**src/design/lhbfr_pkg.sv**
```systemverilog
// Shared types and constants for the love/hate buffer frame replacer.
package lhbfr_pkg;
  localparam int NUM_FRAMES = 64;
  localparam int FW = $clog2(NUM_FRAMES);
  localparam int CW = FW + 1;
  localparam int PAGE_W = 31;
  localparam int PIN_W = 16;

  localparam logic [1:0] OP_PIN   = 2'd0;
  localparam logic [1:0] OP_UNPIN = 2'd1;
  localparam logic [1:0] OP_FREE  = 2'd2;
  localparam logic [1:0] OP_FLUSH = 2'd3;

  localparam logic [2:0] ST_OK        = 3'd0;
  localparam logic [2:0] ST_FULL      = 3'd1;
  localparam logic [2:0] ST_UNPIN_ERR = 3'd2;
  localparam logic [2:0] ST_FREE_ERR  = 3'd3;
  localparam logic [2:0] ST_FLUSH_ERR = 3'd4;

  localparam logic [1:0] LM_NONE  = 2'd0;
  localparam logic [1:0] LM_HATED = 2'd1;
  localparam logic [1:0] LM_LOVED = 2'd2;

  typedef struct packed {
    logic [2:0]        status;
    logic [FW-1:0]     frame_index;
    logic              load_needed;
    logic              writeback_valid;
    logic [PAGE_W-1:0] writeback_page_id;
  } result_t;
endpackage

```
**src/design/lhbfr_list.sv**
```systemverilog
// Ordered frame list in a memory with a remove/shift engine; appends are taken only while the engine is idle.
module lhbfr_list (
  input  logic                   clk,
  input  logic                   rst_n,
  input  logic                   rm_start,
  input  logic [lhbfr_pkg::FW-1:0] rm_frame,
  input  logic                   push,
  input  logic [lhbfr_pkg::FW-1:0] push_frame,
  input  logic                   rd_req,
  input  logic [lhbfr_pkg::FW-1:0] rd_addr,
  output logic [lhbfr_pkg::FW-1:0] rd_data,
  output logic [lhbfr_pkg::CW-1:0] count,
  output logic                   busy
);
  import lhbfr_pkg::*;

  logic [FW-1:0] mem [NUM_FRAMES];
  logic [CW-1:0] count_r, count_nxt;
  logic [CW-1:0] idx_r, idx_nxt;
  logic          found_r, found_nxt;
  logic          busy_r, busy_nxt;
  logic [1:0]    ph_r, ph_nxt;
  logic [FW-1:0] rdq_r;
  logic [FW-1:0] raddr;
  logic          mwe;
  logic [FW-1:0] maddr, mdata;

  assign count = count_r;
  assign busy  = busy_r;
  assign rd_data = rdq_r;

  // Phase 0 reads entry idx; phase 1 compares it with rm_frame or, once found, writes it one slot down.
  always_comb begin
    count_nxt = count_r;
    idx_nxt   = idx_r;
    found_nxt = found_r;
    busy_nxt  = busy_r;
    ph_nxt    = ph_r;
    raddr     = rd_addr;
    mwe       = 1'b0;
    maddr     = push_frame;
    mdata     = push_frame;
    if (rm_start) begin
      busy_nxt  = 1'b1;
      idx_nxt   = '0;
      found_nxt = 1'b0;
      ph_nxt    = 2'd0;
    end else if (busy_r) begin
      if (idx_r >= count_r) begin
        busy_nxt = 1'b0;
        if (found_r) count_nxt = count_r - CW'(1);
      end else if (ph_r == 2'd0) begin
        raddr  = idx_r[FW-1:0];
        ph_nxt = 2'd1;
      end else begin
        ph_nxt = 2'd0;
        if (found_r) begin
          mwe   = 1'b1;
          maddr = idx_r[FW-1:0] - FW'(1);
          mdata = rdq_r;
        end else if (rdq_r == rm_frame) begin
          found_nxt = 1'b1;
        end
        idx_nxt = idx_r + CW'(1);
      end
    end else if (push && count_r < CW'(NUM_FRAMES)) begin
      mwe       = 1'b1;
      maddr     = count_r[FW-1:0];
      count_nxt = count_r + CW'(1);
    end
  end

  always_ff @(posedge clk) begin
    if (mwe) mem[maddr] <= mdata;
    if (rd_req || busy_r) rdq_r <= mem[raddr];
  end

  always_ff @(posedge clk) begin
    if (!rst_n) begin
      count_r <= '0;
      idx_r   <= '0;
      found_r <= 1'b0;
      busy_r  <= 1'b0;
      ph_r    <= 2'd0;
    end else begin
      count_r <= count_nxt;
      idx_r   <= idx_nxt;
      found_r <= found_nxt;
      busy_r  <= busy_nxt;
      ph_r    <= ph_nxt;
    end
  end
endmodule

```
**config.mk**
```make
export PLATFORM = sky130hd
export DESIGN_NAME = lhbfr_list
export DESIGN_NICKNAME = d
export VERILOG_FILES = /design/src/design/lhbfr_pkg.sv /design/src/design/lhbfr_list.sv
export SDC_FILE = /design/constraint.sdc
export NUM_CORES = 1
export LEC_CHECK = 0
export BUFFER_PORTS_ARGS = -buffer_cell sky130_fd_sc_hd__buf_2
export CAP_MARGIN = 20
export CORE_MARGIN = 10
export CORE_UTILIZATION = 55
export DETAILED_ROUTE_END_ITERATION = 7
export PLACE_DENSITY = 0.72
export SLEW_MARGIN = 5
export SYNTH_ARGS = -nofsm -noshare
export SYNTH_HDL_FRONTEND = slang
export SYNTH_SLANG_ARGS = --single-unit
export TNS_END_PERCENT = 20
```
**constraint.sdc**
```tcl
create_clock -name clk -period 5.26 [get_ports clk]
set_input_delay 0.263 -clock clk [delete_from_list [all_inputs] [get_ports clk]]
set_output_delay 0.263 -clock clk [all_outputs]
set_load 0.01 [all_outputs]
```
Word level (Yosys, flattened, before mapping)
Memory sizes are Yosys's and may differ from the RTL's. A register that Yosys moved wholly into a read port is not among the register bits. Cells that the tools add are included.

Register bits after elaboration: 18. RAM bits: 384. Output and inout bits: 14. Word-level logic and storage cells: 60. Memories: 1.

Memories: mem (depth 64, width 6, read ports 1, clocked after Yosys merged registers in 1, wr ports 1, RTL line lhbfr_list.sv:17) `logic [FW-1:0] mem [NUM_FRAMES];`.

$add $sub $neg: 4. $lt $le $gt $ge: 2. Equal/unequal tests: 3. Muxes and demuxes: 33. Bitwise logic cells: 4. Reductions and logical operators: 8.

Operators by type and width (count): $mux 6 (15); $mux 7 (4); $add 7x1->7 const B (2); $mux 1 (14); $ge 7x7->1 (1); $lt 7x7->1 const B (1); $sub 7x1->7 const B (1); $eq 6x6->1 (1); $sub 6x1->6 const B (1); $not 1->1 (4); $reduce_and 4->1 (1); $reduce_and 3->1 (1); $logic_not 2->1 (1); $ne 2x1->1 const B (1); $ne 2x2->1 const B (1); $reduce_and 2->1 (1); $reduce_bool 2->1 (1); $reduce_or 2->1 (1); $logic_and 1x1->1 (1); $logic_or 1x1->1 (1).

Depth between registers and ports, before layout
Gate-level depths: netlist of run 1.

Depth in word-level cells: 7. Depth in mapped cells: 15.

Worst setup path after synthesis of run 1
OpenSTA, ideal clock, no wires.

Kind: reg-to-reg. From: reg idx_r[0]. To: mem mem[34][0] (netlist name), enable pin. Library setup time: 350 ps. Arrival: 3438 ps. Path slack: 1472 ps. Stages on the path, launching flop included: 13. Buffers on the path: 2. Period minus slack after synthesis: 3788 ps. Cells stage by stage: dfxtp_1 > clkbuf_1 > inv_1 > ha_1 > nor2b_1 > o21ai_1 > a211oi_2 > nand3_1 > a2bb2oi_1 > o22ai_1 > or3b_2 > clkbuf_1 > nor2_1.

Longest elaborated chain between the ends: 6.

Ends and longest elaborated chain: from (decl) (RTL line lhbfr_list.sv:19) `logic [CW-1:0] idx_r, idx_nxt;`; from (signal assigned) (RTL line lhbfr_list.sv:87) `idx_r <= idx_nxt;`; $sub 6x1->6 / $ge 7x7->1 (equally long branches) (RTL line lhbfr_list.sv:59, lhbfr_list.sv:49); $mux 6 / $mux 1 (equally long branches) (RTL line lhbfr_list.sv:57, lhbfr_list.sv:49); $mux 6 / $mux 1 (equally long branches) (RTL line lhbfr_list.sv:52, lhbfr_list.sv:48); $mux 6 / $mux 1 (equally long branches) (RTL line lhbfr_list.sv:49, lhbfr_list.sv:43); $mux 6 / $mux 1 (equally long branches) (RTL line lhbfr_list.sv:48, lhbfr_list.sv:74); $mux 6 / $mux 1 (equally long branches) (RTL line lhbfr_list.sv:43, lhbfr_list.sv:74); to (decl) (RTL line lhbfr_list.sv:17).

Parallel ways exist; a longest one is shown, timed or not.

Final worst setup path of run 1
From: reg idx_r[0]. To: mem mem[8][2] (netlist name), enable pin.

The elaborated chain is that of the path after synthesis.

==> metrics.csv, run 1 <==
metric,value,unit
Placer Congestion,0.938,
CP Capture Type,flop,
worst slew pin tran,1.05,ns
post-detailed-route via-to-cell ratio,6.33,
sequential-to-total area share from yosys stat,71.2,%
clk root buf,clkbuf_16,
unrepaired setup endpoints after global routing,no,
# diodes,0,
Worst Reg2Reg Path Length in Cells,10,
P&R area growth vs syn,12.1,%
first-pass GRT wire length,62.5,mm
hold buffers post-CTS,0,
antenna violations before repair,0,
xor and xnor area share after synthesis,1.14,%
Crit Path Class,flop to flop,
FMAX,205,MHz
Pre-Repair DR Iteration Count,5,
final setup fails,0,
num rows,64,
critical path launch point,idx_r[0]$_SDFFE_PP0P_,
IO Pins,37,
I/O Buffers,36,
most frequent cell after synthesis,edfxtp_1,
Bufs and invs on worst path,1,
Final Hold Vio Count,0,
number of CTS-inserted buffers,41,
drt total wl,41.9,mm
reg-to-reg setup timing slack,0.38,ns
met3 Use GR,5.41,%
post-synth top area share,69.2,%
Max transition margin,30.0,%
maximum vdd drop,0.185,mV
Mapped Avg Cell Area,15.0,um2
multiplexer share of the synthesized area,10.1,%
FF-to-FF Start,idx_r[0]$_SDFFE_PP0P_,
drt drc,0,
Core Footprint,0.0305,mm2
setup ws final,0.382,ns
"Data arrival, critical path",5.04,ns
CP startpoint kind,flop,
peak fanout along the critical path,12,
CTS tree,done,
largest family of logic cells by synthesized area,multiplexers,
Max stage delay on crit path,0.82,ns
GRT Util Overall,21.3,%
full die area,0.0382,mm2
CP cell instances,"inv_1, ha_1, nor2b_1, o21ai_1, a211oi_2, nand3_1, a2bb2oi_1, o22ai_1, nand3_1, nor2_1",
adder-cell area share of the yosys netlist,1.15,%
asr flop ratio synth,0,%
Die Wd,195,um
total power,6.86,mW
initial drt markers,1187,
htree depth,2,
clock sinks,407,
Synth Flop Type,edfxtp_1,
reg2reg end,mem[8][2]$_DFFE_PP_,
Slew Limit Fails,0,
Detail Placement HPWL,27.8,mm
share of layout cells above drive strength 1,12.7,%
post-synthesis cell type count,59,
Yosys reg bits,407,
setup bufs post-CTS,0,
Worst-path clk slew,0.06,ns
DR WL/cell,26.0,um
"Period Utilization, post-route",92.7,%
Critical-path top delay cell,o22ai_1,
"area leader, netlist",edfxtp_1,
Simple-Gate Fraction of Synth Area,7.88,%
global routing's busiest layer,met2,
CTS max path bufs,3,
Antenna Nets Post-Route,0,
Crit path top cell by count,nand3_1,
leakage power,6.42,nW
Final nets,1226,
met2 usage,32.6,%
Yosys warning count,0,
Initial Util,55.5,%
Resized Gates After CTS,0,
die height,195,um
"top cells by count, synth","edfxtp_1, mux2i_1, nand2_1",
Synth Area in Compound Gates,6.82,%
Tmin final,4.88,ns
setup TNS,0,ns
largest cells by area after synthesis,"edfxtp_1, mux2i_1, nand2_1",
worst slack at placement,0.508,ns
PwrDens,361,mW/mm2
met1 Track Usage GR,28.8,%
post-synthesis cell count,1130,
"EDFF count, synth",390,
final hold slack,0.0529,ns
Overflow after GRT,0,
critical path depth,10,
Clock Latency Late Sink,0.53,ns
Worst setup endpoint,mem[8][2]$_DFFE_PP_,
Util after Layout,62.2,%
via count,10217,
worst hold path type,primary input to flop,
Synth Cell Area,0.0169,mm2
Worst path top cell family by delay,compound AO/OA/AOI/OAI gates,
clk_skew,0.00795,ns
"Net Count, Synth",1168,
largest net degree at the start of global routing,77,
vias in the first global route,9976,
hold-critical path depth,2,
Max-Cap Viols,0,
CP required,5.42,ns
status,"finished, final reports clean",
==> state kept, by name (all words and copies together) (netlist names) <==
signal   count
found_r      1
rd_data      6
busy         1
ph_r         1
idx_r        7
count        7
mem        384
==> layer usage <==
layer  vias to the layer above  share of wire (%)  routed length (um)
met5                         -                  0                   0
met4                         0                3.5                1460
met3                        88                 11                4410
met2                       574                 46               19100
met1                      5072                 40               17000
li1                       4483                  -                   -
==> layout by cell type (no fill, tap or decap), types with 7 or more instances in the layout <==
cell type / Yosys / routed
buf_4: 7 / 22
edfxtp_1: 390 / 390
o21ai_0: 14 / 14
inv_1: 13 / 13
dfxtp_1: 17 / 17
a211oi_1: 7 / 7
nand3_1: 11 / 11
clkbuf_16: 0 / 43
and2_1: 8 / 8
nor3_1: 12 / 12
a21oi_1: 43 / 42
ha_1: 14 / 14
nand2b_1: 11 / 11
or4_1: 11 / 11
mux2i_1: 130 / 129
nor2_1: 93 / 93
nand2_1: 103 / 103
mux2_2: 11 / 10
o211ai_1: 10 / 10
nor2b_1: 8 / 8
xnor2_1: 12 / 12
xor2_1: 10 / 10
nor4_1: 14 / 14
buf_2: 22 / 36
a22oi_1: 10 / 10
clkbuf_1: 18 / 13
mux4_2: 12 / 12
o22ai_1: 57 / 57
==> worst reg2reg max path, delay by kind of cell (launching register included) <==
kind	cells	cell delay, ns
AND/OR/NAND/NOR	4	1.53
adder cells (fa/ha/maj)	1	0.34
flip-flops	1	0.65
buffers and inverters	1	0.26
AO/OA/AOI/OAI	4	1.73
==> cell type report <==
type	instances	area, um2
sequential	407	12100
clock buffer	58	1150
clock inverter	14	104
multi-input combinational	660	4650
timing repair buffer	64	465
inverter	14	52.6
tap	396	495
fill	2174	11500
==> worst min path at each step <==
stage	from	endpoint	slack, ns
floorplan	rst_n	busy$_SDFF_PN0_	0.38
finish	rst_n	busy$_SDFF_PN0_	0.05
detailed placement	idx_r[6]$_SDFFE_PP0P_	idx_r[6]$_SDFFE_PP0P_	0.49
global route	rst_n	busy$_SDFF_PN0_	0.05
global placement	idx_r[6]$_SDFFE_PP0P_	idx_r[6]$_SDFFE_PP0P_	0.48
CTS	rst_n	busy$_SDFF_PN0_	0.03
==> kinds of logic (layout without fill, tap and decap cells) <==
kind of cell,after synthesis,count (layout)
flops,407,407
simple gates,291,291
compound gates,178,178
mux,154,154
buf+inv,63,150
xor+xnor,22,22
fa+ha+maj,15,15
==> power breakdown <==
part / internal, mW / switching (mW) / total [mW]
logic: 0.179 / 0.343 / 0.522
clock network: 1.58 / 1.15 / 2.73
registers: 3.58 / 0.0275 / 3.60
==> stage by stage <==
step / cell area (um2) / std cells
global placement: 17700 / 1541
global route: 19000 / 1613
floorplan: 16900 / 1130
finish: 19000 / 1613
detailed placement: 17700 / 1541
CTS: 19000 / 1613
No activity file was read; power rests on OpenSTA's default activity.
==> inputs of run 2 (changes only) <==
--- a/config.mk
+++ b/config.mk
@@ -7,10 +7,12 @@
 export LEC_CHECK = 0
 export BUFFER_PORTS_ARGS = -buffer_cell sky130_fd_sc_hd__buf_2
 export CAP_MARGIN = 20
+export CELL_PAD_IN_SITES_DETAIL_PLACEMENT = 1
+export CELL_PAD_IN_SITES_GLOBAL_PLACEMENT = 1
 export CORE_MARGIN = 10
 export CORE_UTILIZATION = 55
 export DETAILED_ROUTE_END_ITERATION = 7
-export PLACE_DENSITY = 0.72
+export PLACE_DENSITY = 0.83
 export SLEW_MARGIN = 5
 export SYNTH_ARGS = -nofsm -noshare
 export SYNTH_HDL_FRONTEND = slang
==> constraint.sdc (replaced) <==
create_clock -name clk -period 6 [get_ports clk]
set_input_delay 0.3 -clock clk [delete_from_list [all_inputs] [get_ports clk]]
set_output_delay 0.3 -clock clk [all_outputs]
set_load 0.01 [all_outputs]
==> run 2 against run 1 <==
Fmax down 8.0%. Sequential share of layout area barely moved. Core utilization is essentially flat. Combinational power shrank 9.4%. Non-clock buffer count shrank 5. Via count up 5.6%. Clock power is 5% lower. Register-to-register slack improved by 0.32 ns. Final cell count is 0.12% lower. Worst hold slack gained 0.044 ns. Worst setup slack improved by 0.32 ns. Clock skew increased by 0.013 ns. Critical path type unchanged. Largest cell class unchanged. Largest power group unchanged. Highest routed layer unchanged.
==> metrics.csv, run 2 (synthesized netlist as in run 1, its figures left out) <==
metric,value,unit,change
largest net degree at the start of global routing,117,,was 77
max reg flops,384,,unchanged
Critical-path top delay cell,mux2i_4,,was o22ai_1
Largest Register,mem,,unchanged
Crit Path Class,flop to flop,,unchanged
sequential cell fraction of total power,50.7,%,was 52.6%
Worst-path clk slew,0.06,ns,about the same
"commonest non-fill, non-tap cells in the layout","edfxtp_1, mux2i_1, nand2_1",,unchanged
PwrDens,329,mW/mm2,was 361 mW/mm2
drt total wl,49.3,mm,was 41.9 mm
Pre-Repair DR Iteration Count,5,,unchanged
WHS Endpoint,busy$_SDFF_PN0_,,unchanged
hold buffers post-CTS,0,,unchanged
met1 Track Usage GR,33.2,%,was 28.8%
hold path start,rst_n,,unchanged
Initial Util,55.5,%,unchanged
combinational power share,7.6,%,about the same
"commonest non-fill, non-tap cell in the layout",edfxtp_1,,unchanged
Tmin final,5.30,ns,was 4.88 ns
peak fanout along the critical path,28,,was 12
met3 Use GR,4.16,%,was 5.41%
GRT Util Overall,25.2,%,was 21.3%
hold-critical path depth,2,,unchanged
Multi-input gate area,0.00465,mm2,unchanged
sw power,1.42,mW,was 1.52 mW
Sw Ratio,22.8,%,was 22.2%
I/O Buffers,36,,unchanged
CP cell instances,"inv_1, ha_1, nor2b_1, o21ai_1, a211oi_4, buf_4, mux2i_4, buf_4, nand2_1, o22ai_1, or4_1, nand2_1, a211oi_1",,"was inv_1, ha_1, nor2b_1, o21ai_1, a211oi_2, nand3_1, a2bb2oi_1, o22ai_1, nand3_1, nor2_1"
met2 usage,41.3,%,was 32.6%
worst slew pin tran,1.18,ns,was 1.05 ns
"Data arrival, critical path",5.63,ns,was 5.04 ns
leakage power,6.43,nW,was 6.42 nW
reg-to-reg setup timing slack,0.70,ns,was 0.38 ns
Core Footprint,0.0305,mm2,unchanged
initial drt markers,1212,,was 1187
drt drc,0,,unchanged
filler cell count,2773,,was 2174
IO Pins,37,,unchanged
final setup fails,0,,unchanged
Resized Gates After CTS,0,,unchanged
clock sinks,407,,unchanged
setup bufs post-CTS,0,,unchanged
maximum vdd drop,0.227,mV,was 0.185 mV
FMAX,189,MHz,was 205 MHz
P&R area growth vs syn,12.1,%,about the same
CTS max path bufs,3,,unchanged
post-detailed-route via-to-cell ratio,6.70,,was 6.33
Detail Placement HPWL,31.7,mm,was 27.8 mm
"Period Utilization, post-route",88.3,%,was 92.7%
via count,10788,,was 10217
clk root buf,clkbuf_16,,unchanged
htree depth,2,,unchanged
clk_skew,0.0211,ns,was 0.00795 ns
worst hold path type,primary input to flop,,unchanged
DP Area,0.0176,mm2,was 0.0177 mm2
Antenna Nets Post-Route,0,,unchanged
first-pass GRT wire length,73.7,mm,was 62.5 mm
Clock power frac,41.7,%,was 39.8%
Final nets,1222,,was 1226
setup TNS,0,ns,unchanged
Placer Congestion,0.967,,was 0.938
share of layout cells above drive strength 1,12.5,%,was 12.7%
Worst Reg2Reg Path Length in Cells,13,,was 10
die height,195,um,unchanged
DR WL/cell,30.6,um,was 26.0 um
# diodes,0,,unchanged
Slew Limit Fails,0,,unchanged
worst slack at placement,0.882,ns,was 0.508 ns
status,"finished, final reports clean",,unchanged
CP startpoint kind,flop,,unchanged
Max-Cap Viols,0,,unchanged
internal power,4.81,mW,was 5.33 mW
Sequential Area,0.0121,mm2,unchanged
vias in the first global route,11061,,was 9976
setup ws final,0.700,ns,was 0.382 ns
post-route cell area,0.0190,mm2,about the same
reg2reg end,rd_data[0]$_DFFE_PP_,,was mem[8][2]$_DFFE_PP_
CTS tree,done,,unchanged
unrepaired setup endpoints after global routing,no,,unchanged
Max transition margin,21.2,%,was 30.0%
CP required,6.33,ns,was 5.42 ns
CP Capture Type,flop,,unchanged
Max stage delay on crit path,0.69,ns,was 0.82 ns
full die area,0.0382,mm2,unchanged
antenna violations before repair,0,,unchanged
Final Hold Vio Count,0,,unchanged
Util after Layout,62.2,%,about the same
number of CTS-inserted buffers,42,,was 41
Die Wd,195,um,unchanged
Clock Latency Late Sink,0.54,ns,was 0.53 ns
global routing's busiest layer,met2,,unchanged
FF-to-FF Start,idx_r[0]$_SDFFE_PP0P_,,unchanged
num rows,64,,unchanged
Overflow after GRT,0,,unchanged
## run 2: layer usage
metal  vias to the layer above  wire (um)
li1                       4482          -
met1                      5519      19000
met2                       670      23900
met3                       117       4590
met4                         0       1800
met5                         -          0
## run 2: layout make-up
type | count | area share (%)
inverter | 14 | 0.277
tap | 396 | 2.61
clock buffer | 52 | 5.85
clock inverter | 23 | 1.24
sequential | 407 | 63.5
multi-input combinational | 660 | 24.5
timing repair buffer | 59 | 1.98
## run 2: per-stage QoR
stage               total power, mW  cells  hold slack [ns]
global route                   6.39   1611            0.104
global placement               3.65   1531            0.483
floorplan                      3.49   1130            0.418
finish                         6.23   1611           0.0970
CTS                            6.24   1607           0.0880
detailed placement             3.67   1532            0.502
## run 2: worst max-delay path by stage
| stage | startpoint | to | cells past startpoint |
|---|---|---|---|
| 6_report | idx_r[0]$_SDFFE_PP0P_ | rd_data[0]$_DFFE_PP_ | 13 |
| 5_1_grt | idx_r[0]$_SDFFE_PP0P_ | rd_data[1]$_DFFE_PP_ | 13 |
| 4_1_cts | idx_r[0]$_SDFFE_PP0P_ | rd_data[0]$_DFFE_PP_ | 13 |
| 3_5_place_dp | idx_r[0]$_SDFFE_PP0P_ | rd_data[1]$_DFFE_PP_ | 13 |
| 3_3_place_gp | idx_r[0]$_SDFFE_PP0P_ | rd_data[0]$_DFFE_PP_ | 13 |
| 2_1_floorplan | idx_r[0]$_SDFFE_PP0P_ | mem[34][0]$_DFFE_PP_ | 12 |
## run 2: power by group through the flow
stage               clock network [mW]  logic (mW)  registers [mW]
floorplan                            0       0.276            3.21
detailed placement                   0       0.450            3.22
global placement                     0       0.430            3.22
finish                            2.60       0.473            3.16
CTS                               2.62       0.459            3.16
global route                      2.73       0.497            3.16
## run 2: worst max-delay path: cells and delay by family (launching register included)
family                     cells  cell delay, ns
buffers and inverters          3            1.19
and+or+nand+nor                4            1.02
adders and majority gates      1            0.34
muxes                          1            0.69
AOI/OAI and AO/OA              4            1.16
DFF                            1            0.65
==> inputs of run 3 (changes only) <==
--- a/config.mk
+++ b/config.mk
@@ -5,14 +5,16 @@
 export SDC_FILE = /design/constraint.sdc
 export NUM_CORES = 1
 export LEC_CHECK = 0
+export ABC_AREA = 1
 export BUFFER_PORTS_ARGS = -buffer_cell sky130_fd_sc_hd__buf_2
 export CAP_MARGIN = 20
 export CELL_PAD_IN_SITES_DETAIL_PLACEMENT = 1
 export CELL_PAD_IN_SITES_GLOBAL_PLACEMENT = 1
 export CORE_MARGIN = 10
 export CORE_UTILIZATION = 55
+export CTS_BUF_LIST = sky130_fd_sc_hd__clkbuf_4 sky130_fd_sc_hd__clkbuf_8
 export DETAILED_ROUTE_END_ITERATION = 7
-export PLACE_DENSITY = 0.83
+export PLACE_DENSITY = 0.87
 export SLEW_MARGIN = 5
 export SYNTH_ARGS = -nofsm -noshare
 export SYNTH_HDL_FRONTEND = slang
==> run 3 against run 2 <==
Fmax rose by 18%. Core utilization fell by 0.94 points. Count of clock-buffer cells in the layout grew 40. Clock power shrank 8.1%. Power up 3.6%. Register-to-register slack improved by 0.83 ns. Final area up 8.3%. Largest cell class unchanged. Highest routed layer unchanged.
==> metrics.csv, run 3 <==
metric,value,unit,change
peak fanout along the critical path,6,,was 28
Clock Latency Late Sink,0.63,ns,was 0.54 ns
GRT Util Overall,27.4,%,was 25.2%
P&R area growth vs syn,9.71,%,was 12.1%
Sequential Area,0.0121,mm2,unchanged
Placed Cells,2199,,was 1532
largest cells by area after synthesis,"edfxtp_1, nand3_1, nand2_1",,"was edfxtp_1, mux2i_1, nand2_1"
post-route cell area,0.0205,mm2,was 0.0190 mm2
Final Hold Vio Count,0,,unchanged
asr flop ratio synth,0,%,unchanged
vias in the first global route,14939,,was 11061
Max-Cap Viols,0,,unchanged
Pre-Repair DR Iteration Count,5,,unchanged
PwrDens,314,mW/mm2,was 329 mW/mm2
"area leader, netlist",edfxtp_1,,unchanged
met2 usage,45.0,%,was 41.3%
Die Wd,204,um,was 195 um
met1 Track Usage GR,33.8,%,was 33.2%
CP required,6.24,ns,was 6.33 ns
I/O Buffers,36,,unchanged
share of layout cells above drive strength 1,9.48,%,was 12.5%
total power,6.46,mW,was 6.23 mW
drt drc,0,,unchanged
num rows,67,,was 64
Placer Congestion,0.878,,was 0.967
# diodes,0,,unchanged
worst slack at placement,1.68,ns,was 0.882 ns
CTS tree,done,,unchanged
setup TNS,0,ns,unchanged
Mapped Avg Cell Area,10.4,um2,was 15.0 um2
die height,204,um,was 195 um
CP startpoint kind,flop,,unchanged
max reg flops,384,,unchanged
Core Footprint,0.0335,mm2,was 0.0305 mm2
met3 Use GR,6.12,%,was 4.16%
Tmin final,4.47,ns,was 5.30 ns
Yosys reg bits,407,,unchanged
Antenna Nets Post-Route,0,,unchanged
"Net Count, Synth",1840,,was 1168
final std cells w/o fill,2316,,was 1611
filler cell count,3657,,was 2773
IO Pins,37,,unchanged
first-pass GRT wire length,87.7,mm,was 73.7 mm
full die area,0.0418,mm2,was 0.0382 mm2
setup bufs post-CTS,0,,unchanged
DR WL/cell,25.0,um,was 30.6 um
Synth Flop Type,edfxtp_1,,unchanged
"Period Utilization, post-route",74.6,%,was 88.3%
leakage power,7.94,nW,was 6.43 nW
worst hold path type,primary input to flop,,unchanged
"commonest non-fill, non-tap cells in the layout","nand2_1, edfxtp_1, nand3_1",,"was edfxtp_1, mux2i_1, nand2_1"
setup ws final,1.53,ns,was 0.700 ns
Largest Register,mem,,unchanged
Final nets,1863,,was 1222
"commonest non-fill, non-tap cell in the layout",nand2_1,,was edfxtp_1
number of CTS-inserted buffers,68,,was 42
unrepaired setup endpoints after global routing,no,,unchanged
FMAX,223,MHz,was 189 MHz
"Data arrival, critical path",4.72,ns,was 5.63 ns
clock sinks,407,,unchanged
drt total wl,57.9,mm,was 49.3 mm
CP Capture Type,flop,,unchanged
DP Area,0.0192,mm2,was 0.0176 mm2
most frequent cell after synthesis,nand2_1,,was edfxtp_1
Detail Placement HPWL,34.1,mm,was 31.7 mm
clk_skew,0.0408,ns,was 0.0211 ns
maximum vdd drop,0.169,mV,was 0.227 mV
Worst-path clk slew,0.07,ns,was 0.06 ns
via count,14097,,was 10788
Initial Util,55.8,%,was 55.5%
post-synth top area share,62.6,%,was 69.2%
Overflow after GRT,0,,unchanged
CTS max path bufs,3,,unchanged
global routing's busiest layer,met2,,unchanged
clk root buf,clkbuf_8,,was clkbuf_16
Multi-input gate area,0.00554,mm2,was 0.00465 mm2
sequential-to-total area share from yosys stat,64.4,%,was 71.2%
largest net degree at the start of global routing,181,,was 117
final setup fails,0,,unchanged
antenna violations before repair,0,,unchanged
Crit Path Class,flop to flop,,unchanged
Synth Cell Area,0.0187,mm2,was 0.0169 mm2
post-synthesis cell type count,40,,was 59
status,"finished, final reports clean",,unchanged
Yosys warning count,0,,unchanged
Slew Limit Fails,0,,unchanged
post-synthesis cell count,1802,,was 1130
"EDFF count, synth",390,,unchanged
Max transition margin,27.1,%,was 21.2%
"top cells by count, synth","nand2_1, edfxtp_1, nand3_1",,"was edfxtp_1, mux2i_1, nand2_1"
post-detailed-route via-to-cell ratio,6.09,,was 6.70
initial drt markers,1581,,was 1212
worst slew pin tran,1.09,ns,was 1.18 ns
htree depth,3,,was 2
==> run 3: cell types whose count changed in the layout (fill, tap and decap cells not counted), sizes merged, moves of 11 or more <==
cell,change
nand3b,+107
o22ai,-56
clkbuf,+40
mux4,-12
or4,-11
nand2b,-11
nor4,-14
nand2,+295
o21ai,+12
nand3,+370
a21oi,-18
inv,+180
mux2i,-131
==> run 3: critical path: stages (launching register included) <==
cell       delay, ns
dfxtp_1         0.39
inv_1           0.13
ha_1            0.29
inv_1           0.07
nand2_1         0.07
nand2_1         0.09
nand2_1         0.09
nand2_1         0.14
nand3_4         0.13
nor2_1          0.36
nand2_1         0.15
o2111ai_1       0.12
o21ai_0         0.26
nor2_1          0.32
nand3_1         0.63
nor2_1          0.83
==> run 3: final timing paths <==
check        slack, ns                   from  depth (start not counted)                    end
max               1.53  idx_r[0]$_SDFFE_PP0P_                         15   mem[21][2]$_DFFE_PP_
min               0.16            rm_frame[3]                          4   found_r$_SDFFE_PP0P_
max reg2reg       1.53  idx_r[0]$_SDFFE_PP0P_                         15   mem[21][2]$_DFFE_PP_
min reg2reg       0.48  count[6]$_SDFFE_PN0P_                          1  count[6]$_SDFFE_PN0P_
==> run 3: cell type report <==
class                      instances  share of cell area [%]
sequential                       407                    58.7
multi-input combinational       1098                    27.0
tap                              448                    2.73
clock inverter                    21                   0.646
clock buffer                      92                    5.50
inverter                         195                    3.56
timing repair buffer              55                    1.90
==> run 3: stage by stage <==
step	hold slack, ns	utilization, %
2_1_floorplan	0.438	-
3_3_place_gp	0.450	57.2
3_5_place_dp	0.463	57.2
4_1_cts	0.127	61.0
5_1_grt	0.190	61.2
6_report	0.161	61.2
==> run 3: power by group <==
part | total [mW] | leakage (nW) | internal, mW | switching, mW
Sequential | 3.18 | 3.65 | 3.14 | 0.0370
Combinational | 0.888 | 3.64 | 0.229 | 0.660
Clock | 2.39 | 0.655 | 1.26 | 1.13
==> run 3: logic make-up after synthesis <==
family	Yosys count	synth area share, %
mux	1	0.0602
buf+inv	297	6.57
simple gates	996	25.0
compound gates	78	2.53
xor+xnor	8	0.374
fa+ha+maj	15	1.04
flops	407	64.4
==> run 3: what timing repair did <==
item	CTS	global route
hold buffers	1	0
endpoints found under the hold margin	5	0
gates resized for setup	0	0
==> run 3: metal layers <==
layer	share of wire (%)	wire length, um
met1	39	22600
met2	48	27800
met3	8.9	5140
met4	4.1	2370
met5	0	0
